<file path="config.mk">
export PLATFORM = sky130hd
export DESIGN_NAME = lcb_ram
export DESIGN_NICKNAME = d
export VERILOG_FILES = /design/src/lru_chunk_buffer_cache_unit_macros.svh /design/src/lcb_ram.sv
export SDC_FILE = /design/constraint.sdc
export NUM_CORES = 1
export LEC_CHECK = 0
export BUFFER_PORTS_ARGS = -buffer_cell sky130_fd_sc_hd__buf_2
export CAP_MARGIN = 10
export CORE_MARGIN = 2
export CORE_UTILIZATION = 40
export DETAILED_ROUTE_END_ITERATION = 8
export PLACE_DENSITY = 0.57
export SLEW_MARGIN = 20
export SYNTH_ARGS = -nofsm -noshare
export SYNTH_HDL_FRONTEND = slang
export SYNTH_SLANG_ARGS = --single-unit
</file>
<file path="constraint.sdc">
create_clock -name clk_i -period 2.21 [get_ports clk_i]
set_input_delay 0.1105 -clock clk_i [delete_from_list [all_inputs] [get_ports clk_i]]
set_output_delay 0.1105 -clock clk_i [all_outputs]
set_load 0.05 [all_outputs]
</file>
<file path="src/lru_chunk_buffer_cache_unit_macros.svh">
// ----------------------------------------------------------------------------
// LRU chunk buffer cache - assertion macros
// Concurrent check helpers; they expand to nothing in synthesis.
// ----------------------------------------------------------------------------
`ifndef LRU_CHUNK_BUFFER_CACHE_UNIT_MACROS_SVH
`define LRU_CHUNK_BUFFER_CACHE_UNIT_MACROS_SVH

`ifndef SYNTHESIS
`define LCB_ASSERT_IMP(lbl, ante, cons) \
  lbl: assert property (@(posedge clk_i) disable iff (!rst_ni) (ante) |-> (cons)) \
    else $error("lcb check failed");
`define LCB_ASSERT_NEXT(lbl, ante, cons) \
  lbl: assert property (@(posedge clk_i) disable iff (!rst_ni) (ante) |=> (cons)) \
    else $error("lcb check failed");
`else
`define LCB_ASSERT_IMP(lbl, ante, cons)
`define LCB_ASSERT_NEXT(lbl, ante, cons)
`endif

`endif

</file>
<file path="src/lcb_ram.sv">
// ----------------------------------------------------------------------------
// LRU chunk buffer cache - generic RAM
// One write port, one read port, registered read data.
// ----------------------------------------------------------------------------
module lcb_ram #(
  parameter int unsigned WIDTH = 8,
  parameter int unsigned DEPTH = 16,
  localparam int unsigned AW   = (DEPTH > 1) ? $clog2(DEPTH) : 1
) (
  input  logic             clk_i,
  input  logic             we_i,
  input  logic [AW-1:0]    waddr_i,
  input  logic [WIDTH-1:0] wdata_i,
  input  logic [AW-1:0]    raddr_i,
  output logic [WIDTH-1:0] rdata_o
);

  logic [WIDTH-1:0] mem_q [DEPTH];
  logic [WIDTH-1:0] rdata_q;

  always_ff @(posedge clk_i) begin
    if (we_i) begin
      mem_q[waddr_i] <= wdata_i;
    end
    rdata_q <= mem_q[raddr_i];
  end

  assign rdata_o = rdata_q;

endmodule
</file>
==> results.tsv, run 1 <==
stage	metric	value	unit
run_status	status	finished, final reports clean	
worst_setup_path	path_max_fanout	1	
grt	grt_pass1_wl	15200	um
route	num_vias	2420	
clock_network	cts_tree	built	
worst_hold_path	hold_path.class	input pin to flop	
clock_network	ctsRootBufferMaster	clkbuf_16	
floorplan	io_pins	26	
cells_and_area	syn_to_final_growth	20.2	%
route	vias_per_cell	5.15	
worst_setup_path	r2r_end	rdata_o[6]	
cells_and_area	fin_nets	303	
logic_synthesis	avgSynthCellArea	22.5	um2
route	wirelength	9870	um
cells_and_area	antennaDiodeCount	0	
logic_synthesis	yosysWarnings	0	
grt	grt.overflow.total	0	
power	peakVddDrop	0.448	mV
floorplan	die_y	117	um
route	route.detailed.drc	0	
floorplan	start_util	41.0	%
logic_synthesis	yosysSeqAreaShare	77.8	%
route	post_drt_wl_per_cell	21.0	um
worst_hold_path	min_to	mem_q[7][5]	
timing	maxSlewViolCount	0	
grt	antenna_found_initial	0	
logic_synthesis	ys_ff_latch	136	
clock_network	h-tree-depth	4	
timing	finalHoldViolations	0	
floorplan	die_x	117	um
clock_network	cts_hold_buf	0	
logic_synthesis	synth_fp_nets	247	
placement	place_congestion	0.687	
cells_and_area	drive_above_1_share	31.9	%
timing	finalSetupTns	0	ps
timing	fmax	705	MHz
timing	worstMarginPinSlew	714	ps
worst_hold_path	hp-start	wdata_i[5]	
power	p_leak	2.11	nW
grt	grt_pass1_vias	2535	
route	drtAntennaViolNets	0	
floorplan	core	12600	um2
worst_setup_path	reg2reg_depth	3	
cells_and_area	final_common_cell	edfxtp_1	
floorplan	rows	41	
grt	grtUsageTotal	15.6	%
logic_synthesis	yosys.area.top_type	edfxtp_1	
placement	io_buffers	25	
logic_synthesis	syn_inst	229	
worst_setup_path	end_kind	flop	
clock_network	post_cts_buffers	0	
cells_and_area	fill_cells	1002	
worst_setup_path	cp_data_arrival_time	1690	ps
logic_synthesis	synth_area	5150	um2
timing	slew_headroom	52.2	%
power	powerDensity	969	nW/um2
logic_synthesis	synth.distinct_cells	19	
timing	finalCriticalPeriod	1420	ps
clock_network	post_cts_resized	0	
worst_setup_path	r2r-start	mem_q[2][6]	
worst_setup_path	worstPathRequired	2480	ps
worst_setup_path	regToRegSetupSlack	790	ps
grt	grt_max_degree	33	
route	dr.pass1.iters	5	
route	drtIter0Drc	175	
timing	rsz0062_at_grt	false	
power	p_total	6.00	mW
worst_setup_path	crit_type	flop to flop	
clock_network	clock-sinks	136	
clock_network	max-clock-path-buffers	2	
clock_network	insertion_delay	410	ps
worst_hold_path	min_path_cells	1	
timing	setup_violations	0	
logic_synthesis	synth_area_leaders	edfxtp_1, mux4_2, mux4_1	
timing	timing.hold.ws	87.8	ps
run	cap_violations	0	
cells_and_area	layout_common_cells	edfxtp_1, buf_2, buf_4	
logic_synthesis	synth_top_area_share	74.7	%
clock_network	cts_buffers	17	
timing	skew	4.41	ps
timing	period_share	64.2	%
worst_setup_path	startpoint_type	flop	
floorplan	dieArea	13800	um2
clock_network	clk_pin_slew	60	ps
-- report_power, final --
| part | leakage (nW) | total, mW | switching (mW) | internal, mW |
|---|---|---|---|---|
| Sequential | 1.22 | 2.90 | 0.0172 | 2.89 |
| Combinational | 0.597 | 0.324 | 0.207 | 0.117 |
| Clock | 0.289 | 2.77 | 0.964 | 1.80 |
| Total | 2.11 | 6.00 | 1.19 | 4.81 |
-- cell usage after synthesis (all sizes together) --
cell	number
a22oi	16
and2	1
and2b	1
buf	7
clkdlybuf4s25	3
dfxtp	8
edfxtp	128
mux4	32
nand2	9
nand2b	2
nand3	1
nand3b	2
nor2	13
nor2b	1
nor3	4
or3b	1
-- through the flow --
step | cells | setup WS [ps] | utilization (%) | cell area, um2
2_1_floorplan | 229 | 607 | - | 5150
3_3_place_gp | 438 | 592 | 44.5 | 5590
6_report | 470 | 791 | 49.2 | 6190
3_5_place_dp | 438 | 599 | 44.5 | 5590
5_1_grt | 470 | 750 | 49.2 | 6190
4_1_cts | 470 | 807 | 49.2 | 6190
-- final cells by class --
type / count / area (um2) / area share [%]
clock buffers: 25 / 505 / 8.17
clock inverters: 7 / 90.1 / 1.46
multi-input cells: 83 / 1060 / 17.1
flip-flops and latches: 136 / 4000 / 64.7
well taps: 172 / 215 / 3.48
repair buffers: 47 / 315 / 5.10
-- worst max path at each step --
| stage | start | cells after the start | end |
|---|---|---|---|
| floorplan | waddr_i[2] | 2 | mem_q[0][0] |
| global placement | raddr_i[0] | 5 | rdata_o[2] |
| detailed placement | raddr_i[0] | 5 | rdata_o[2] |
| CTS | mem_q[2][6] | 3 | rdata_o[6] |
| global route | mem_q[2][6] | 3 | rdata_o[6] |
| finish | mem_q[2][6] | 3 | rdata_o[6] |
-- critical path: stages (launching register included) --
cell	delay (ps)
edfxtp_1	400
mux4_2	480
a22oi_1	260
nand2_1	150
-- layer usage --
metal,global-route usage (%),vias to the layer above,part of all wire (%)
met1,20.9,1238,46
li1,-,1084,-
met2,23.1,78,47
met5,0,-,0
met4,8.06,0,2.4
met3,5.06,20,5.2
-- sequential cells by signal (all words and copies together) (netlist names) --
signal	cells
mem_q	128
rdata_o	8
-- cell families after synthesis --
family,share of synthesized area [%]
DFF,77.8
and+or+nand+nor,3.18
muxes,15.0
AOI/OAI and AO/OA,2.33
buffers and inverters,1.68
No activity file was read; power rests on OpenSTA's default activity.
==> run 2, diff against run 1 <==
==> constraint.sdc (replaced) <==
create_clock -name clk_i -period 1.35 [get_ports clk_i]
set_input_delay 0.0675 -clock clk_i [delete_from_list [all_inputs] [get_ports clk_i]]
set_output_delay 0.0675 -clock clk_i [all_outputs]
set_load 0.05 [all_outputs]
==> run 2 against run 1 <==
  * Hold slack worse by 55 ps
  * Cell area up 0.38%
  * Register-to-register slack got worse by 730 ps
  * Core utilization up 0.19 points
  * Worst setup slack lost 730 ps
  * Via count increased by 0.12%
  * Routed wire length shrank 0.46%
  * Sequential share of layout area decreased by 0.25 points
  * First-iteration DRC count increased by 0.57%
  * Power is 55% higher
  * Sequential power is 64% higher
==> results.tsv, run 2 (synthesis results as in run 1) <==
stage	metric	value	unit	change
run_status	status	finished, final reports clean		
timing	fmax	775	MHz	+9.9%
worst_setup_path	worstPathRequired	1650	ps	-830 ps
placement	dp_hpwl	6530	um	
grt	grt_max_degree	21		-36%
worst_setup_path	crit_path_top_delay_cell	mux4_1		
worst_setup_path	startpoint_type	flop		
clock_network	ctsRootBufferMaster	clkbuf_16		
floorplan	core	12600	um2	unchanged
cells_and_area	syn_to_final_growth	20.7	%	
run	cap_violations	0		unchanged
grt	antenna_found_initial	0		unchanged
placement	pre_cts_slack	-232	ps	-831 ps
cells_and_area	antennaDiodeCount	0		unchanged
worst_setup_path	end_kind	flop		
timing	period_share	95.6	%	+31 points
floorplan	dieArea	13800	um2	unchanged
timing	worstMarginPinSlew	862	ps	+148 ps
timing	skew	4.47	ps	+0.0605 ps
worst_setup_path	crit_path_max_incr_delay	550	ps	+70 ps
cells_and_area	fill_cells	1061		+5.9%
floorplan	io_pins	26		unchanged
timing	slew_headroom	42.4	%	-9.8 points
floorplan	die_y	117	um	unchanged
floorplan	rows	41		unchanged
cells_and_area	regMostFlops	mem_q		
clock_network	h-tree-depth	4		unchanged
floorplan	start_util	41.0	%	unchanged
grt	grt.overflow.total	0		unchanged
clock_network	post_cts_buffers	0		unchanged
cells_and_area	seqCellArea	4000	um2	unchanged
route	post_drt_wl_per_cell	20.6	um	-1.7%
placement	io_buffers	25		unchanged
worst_hold_path	hold_path.class	input pin to flop		
route	wirelength	9830	um	-0.46%
worst_setup_path	cp_data_arrival_time	1590	ps	-100 ps
power	p_leak	2.10	nW	-0.30%
clock_network	insertion_delay	410	ps	about the same
clock_network	max-clock-path-buffers	2		unchanged
route	vias_per_cell	5.09		-1.1%
route	dr.pass1.iters	4		-1
worst_setup_path	path_cells	mux4_1 -> a22oi_2 -> nand2_1		
worst_setup_path	path_max_fanout	1		unchanged
clock_network	clock-sinks	136		unchanged
worst_setup_path	path_buf_inv	0		unchanged
clock_network	cts_tree	built		
power	p_total	9.29	mW	+55%
grt	grt_pass1_wl	15200	um	-0.32%
power	peakVddDrop	0.823	mV	+84%
clock_network	cts_hold_buf	0		unchanged
timing	rsz0062_at_grt	false		
cells_and_area	multi_input_area	1080	um2	+1.9%
grt	grtUsageTotal	15.6	%	-0.072 points
cells_and_area	final_core_util	49.4	%	+0.19 points
clock_network	clk_pin_slew	50	ps	about the same
route	drtAntennaViolNets	0		unchanged
timing	finalCriticalPeriod	1290	ps	-128 ps
cells_and_area	drive_above_1_share	34.2	%	+2.3 points
cells_and_area	layout_common_cells	edfxtp_1, buf_2, buf_4		
power	powerDensity	1500	nW/um2	+54%
placement	place_congestion	0.708		+3.0%
floorplan	die_x	117	um	unchanged
route	drtIter0Drc	176		+0.57%
timing	finalHoldViolations	0		unchanged
timing	timing.hold.ws	32.6	ps	-55.2 ps
cells_and_area	largest_reg_flops	128		unchanged
worst_setup_path	crit_type	flop to flop		
timing	setup_violations	0		unchanged
cells_and_area	fin_nets	311		+2.6%
route	route.detailed.drc	0		unchanged
worst_setup_path	crit_family	multiplexers		
route	num_vias	2423		+0.12%
timing	setup_slack	58.9	ps	-732 ps
cells_and_area	final_common_cell	edfxtp_1		
clock_network	cts_buffers	17		unchanged
grt	grt_pass1_vias	2465		-2.8%
timing	maxSlewViolCount	0		unchanged
[run 2: repair_timing]
action | 4_1_cts | 5_1_grt
endpoints found under the hold margin | 0 | 0
pin swaps | 0 | 3
gates cloned | 0 | 0
setup endpoints to repair | 3 | 5
resized for setup | 3 | 7
[run 2: final timing paths]
| check | from | to | slack [ps] | depth (start not counted) |
|---|---|---|---|---|
| setup / recovery | mem_q[4][2] | rdata_o[2] | 60 | 3 |
| setup reg to reg | mem_q[4][2] | rdata_o[2] | 60 | 3 |
| hold / removal | wdata_i[3] | mem_q[0][3] | 30 | 1 |
| hold reg to reg | mem_q[14][2] | rdata_o[2] | 660 | 3 |
[run 2: layout make-up]
cell class | instances | share of cell area, %
clock buffers | 22 | 7.15
repair buffers | 55 | 6.65
multi-input cells | 83 | 17.3
well taps | 172 | 3.46
clock inverters | 8 | 0.927
flip-flops and latches | 136 | 64.5
[run 2: metal layers]
| layer | wire [um] | up-vias | GRT usage, % |
|---|---|---|---|
| li1 | - | 1098 | - |
| met1 | 4450 | 1253 | 21.2 |
| met2 | 4740 | 57 | 23.5 |
| met3 | 420 | 15 | 3.70 |
| met4 | 218 | 0 | 7.91 |
| met5 | 0 | - | 0 |
[run 2: where the power goes]
group | internal, mW | switching [mW]
logic | 0.223 | 0.351
registers | 4.73 | 0.0248
clock network | 2.46 | 1.51
[run 2: per-stage QoR]
step | cells | cell area, um2 | setup TNS (ps)
floorplan | 229 | 5150 | 0
global placement | 446 | 5690 | -756
detailed placement | 446 | 5690 | -881
CTS | 476 | 6210 | 0
global route | 476 | 6210 | 0
finish | 476 | 6210 | 0
==> run 3, diff against run 2 <==
--- a/config.mk
+++ b/config.mk
@@ -10,6 +10,7 @@
 export CORE_MARGIN = 2
 export CORE_UTILIZATION = 40
 export DETAILED_ROUTE_END_ITERATION = 8
+export HOLD_SLACK_MARGIN = 0.12
 export PLACE_DENSITY = 0.57
 export SLEW_MARGIN = 20
 export SYNTH_ARGS = -nofsm -noshare
==> run 3 against run 2 <==
  * Fmax down 0.38%
  * Worst setup slack worse by 4.9 ps
  * Clock skew about the same
  * Largest cell class unchanged
==> results.tsv, run 3 (synthesis results as in run 1) <==
stage	metric	value	unit	change
run_status	status	finished, final reports clean		
route	num_vias	2457		+1.4%
floorplan	die_y	117	um	unchanged
cells_and_area	seqCellArea	4000	um2	unchanged
grt	grt.overflow.total	0		unchanged
route	dr.pass1.iters	5		+1
route	post_drt_wl_per_cell	20.4	um	-1.1%
clock_network	insertion_delay	410	ps	about the same
floorplan	rows	41		unchanged
worst_setup_path	startpoint_type	flop		
timing	period_share	96.0	%	+0.36 points
floorplan	start_util	41.0	%	unchanged
run	cap_violations	0		unchanged
cells_and_area	fin_nets	319		+2.6%
route	drtIter0Drc	185		+5.1%
floorplan	die_x	117	um	unchanged
cells_and_area	syn_to_final_growth	22.2	%	
grt	grtUsageTotal	15.7	%	+0.11 points
worst_setup_path	path_max_fanout	1		unchanged
timing	worstMarginPinSlew	852	ps	-10.7 ps
cells_and_area	antennaDiodeCount	0		unchanged
route	wirelength	9890	um	+0.61%
timing	setup_violations	0		unchanged
worst_setup_path	worstPathRequired	1650	ps	about the same
cells_and_area	regMostFlops	mem_q		
placement	io_buffers	25		unchanged
worst_setup_path	crit_end	rdata_o[2]		
timing	slew_headroom	43.1	%	+0.71 points
floorplan	io_pins	26		unchanged
power	p_total	9.31	mW	+0.24%
placement	pre_cts_slack	-232	ps	unchanged
worst_setup_path	r2r-start	mem_q[4][2]		
power	p_leak	2.14	nW	+1.6%
placement	place_congestion	0.708		unchanged
cells_and_area	final_core_util	50.1	%	+0.64 points
grt	grt_pass1_wl	15300	um	+1.0%
timing	finalHoldViolations	0		unchanged
timing	rsz0062_at_grt	false		
placement	dp_hpwl	6530	um	unchanged
clock_network	max-clock-path-buffers	2		unchanged
worst_setup_path	r2r_end	rdata_o[2]		
grt	grt_pass1_vias	2501		+1.5%
cells_and_area	layout_common_cells	edfxtp_1, buf_2, buf_4		
worst_setup_path	regToRegSetupSlack	50	ps	about the same
clock_network	h-tree-depth	4		unchanged
timing	finalCriticalPeriod	1300	ps	+4.86 ps
timing	fmax	772	MHz	-0.38%
cells_and_area	final_common_cell	edfxtp_1		
route	drtAntennaViolNets	0		unchanged
power	peakVddDrop	0.819	mV	-0.51%
cells_and_area	largest_reg_flops	128		unchanged
timing	setup_slack	54.1	ps	-4.86 ps
worst_setup_path	cp_data_arrival_time	1600	ps	about the same
clock_network	cts_buffers	17		unchanged
cells_and_area	multi_input_area	1080	um2	unchanged
clock_network	clock-sinks	136		unchanged
worst_setup_path	critPathLaunch	mem_q[4][2]		
worst_setup_path	crit_type	flop to flop		
clock_network	ctsRootBufferMaster	clkbuf_16		
floorplan	dieArea	13800	um2	unchanged
placement	dp.cells	446		unchanged
cells_and_area	drive_above_1_share	33.3	%	-0.88 points
timing	maxSlewViolCount	0		unchanged
floorplan	core	12600	um2	unchanged
grt	grt_max_degree	21		unchanged
clock_network	clk_pin_slew	50	ps	about the same
clock_network	post_cts_buffers	0		unchanged
grt	antenna_found_initial	0		unchanged
power	powerDensity	1480	nW/um2	-1.0%
cells_and_area	fill_cells	1057		-0.38%
timing	skew	4.76	ps	+0.289 ps
route	vias_per_cell	5.08		-0.27%
worst_setup_path	end_kind	flop		
worst_setup_path	reg2reg_depth	3		unchanged
clock_network	cts_tree	built		
worst_hold_path	hold_path.class	input pin to flop		
cells_and_area	final_cells	484		+1.7%
route	route.detailed.drc	0		unchanged
==> run 3: layer usage <==
| layer | track usage (%) | vias to the layer above | routed length (um) |
|---|---|---|---|
| li1 | - | 1114 | - |
| met1 | 21.4 | 1274 | 4530 |
| met2 | 23.7 | 55 | 4840 |
| met3 | 3.70 | 14 | 342 |
| met4 | 7.91 | 0 | 169 |
| met5 | 0 | - | 0 |
==> run 3: through the flow <==
| stage | TNS [ps] | hold WS [ps] | area [um2] |
|---|---|---|---|
| final | 0 | 204 | 6290 |
| after global routing | 0 | 211 | 6290 |
| after CTS | 0 | 195 | 6290 |
| after detailed placement | -881 | 472 | 5690 |
| after global placement | -756 | 455 | 5690 |
| after floorplan | 0 | 166 | 5150 |
==> run 3: how the worst min path moves through the flow <==
stage,startpoint,endpoint,depth (start not counted)
floorplan,wdata_i[0],mem_q[0][0],0
global placement,wdata_i[6],mem_q[6][6],1
detailed placement,wdata_i[3],mem_q[0][3],1
CTS,waddr_i[0],mem_q[0][4],3
global route,waddr_i[0],mem_q[0][7],3
finish,waddr_i[0],mem_q[0][7],3
==> run 3: final cells by class <==
cell class                 count  area share [%]
sequential                   136            63.6
timing repair buffer          63            7.84
clock inverter                 8           0.915
multi-input combinational     83            17.1
tap                          172            3.42
clock buffer                  22            7.06
==> run 3: worst max-delay path, cell delays in order, from the launching register on <==
cell and delay (ps):
edfxtp_1 360, mux4_1 550, a22oi_2 190, nand2_1 70
==> run 3: timing repair <==
| action | in CTS | in global routing |
|---|---|---|
| endpoints found under the hold margin | 128 | 0 |
| hold buffers | 8 | 0 |
| gates cloned | 0 | 0 |
| gates resized for setup | 3 | 7 |
| pin swaps | 0 | 3 |
| endpoints found under the setup margin | 3 | 5 |
==> run 3: report_power, final <==
part           internal, mW  switching [mW]  leakage [nW]  total (mW)
logic                 0.238           0.355         0.670       0.593
clock network          2.46            1.51         0.243        3.97
registers              4.73          0.0248          1.22        4.75
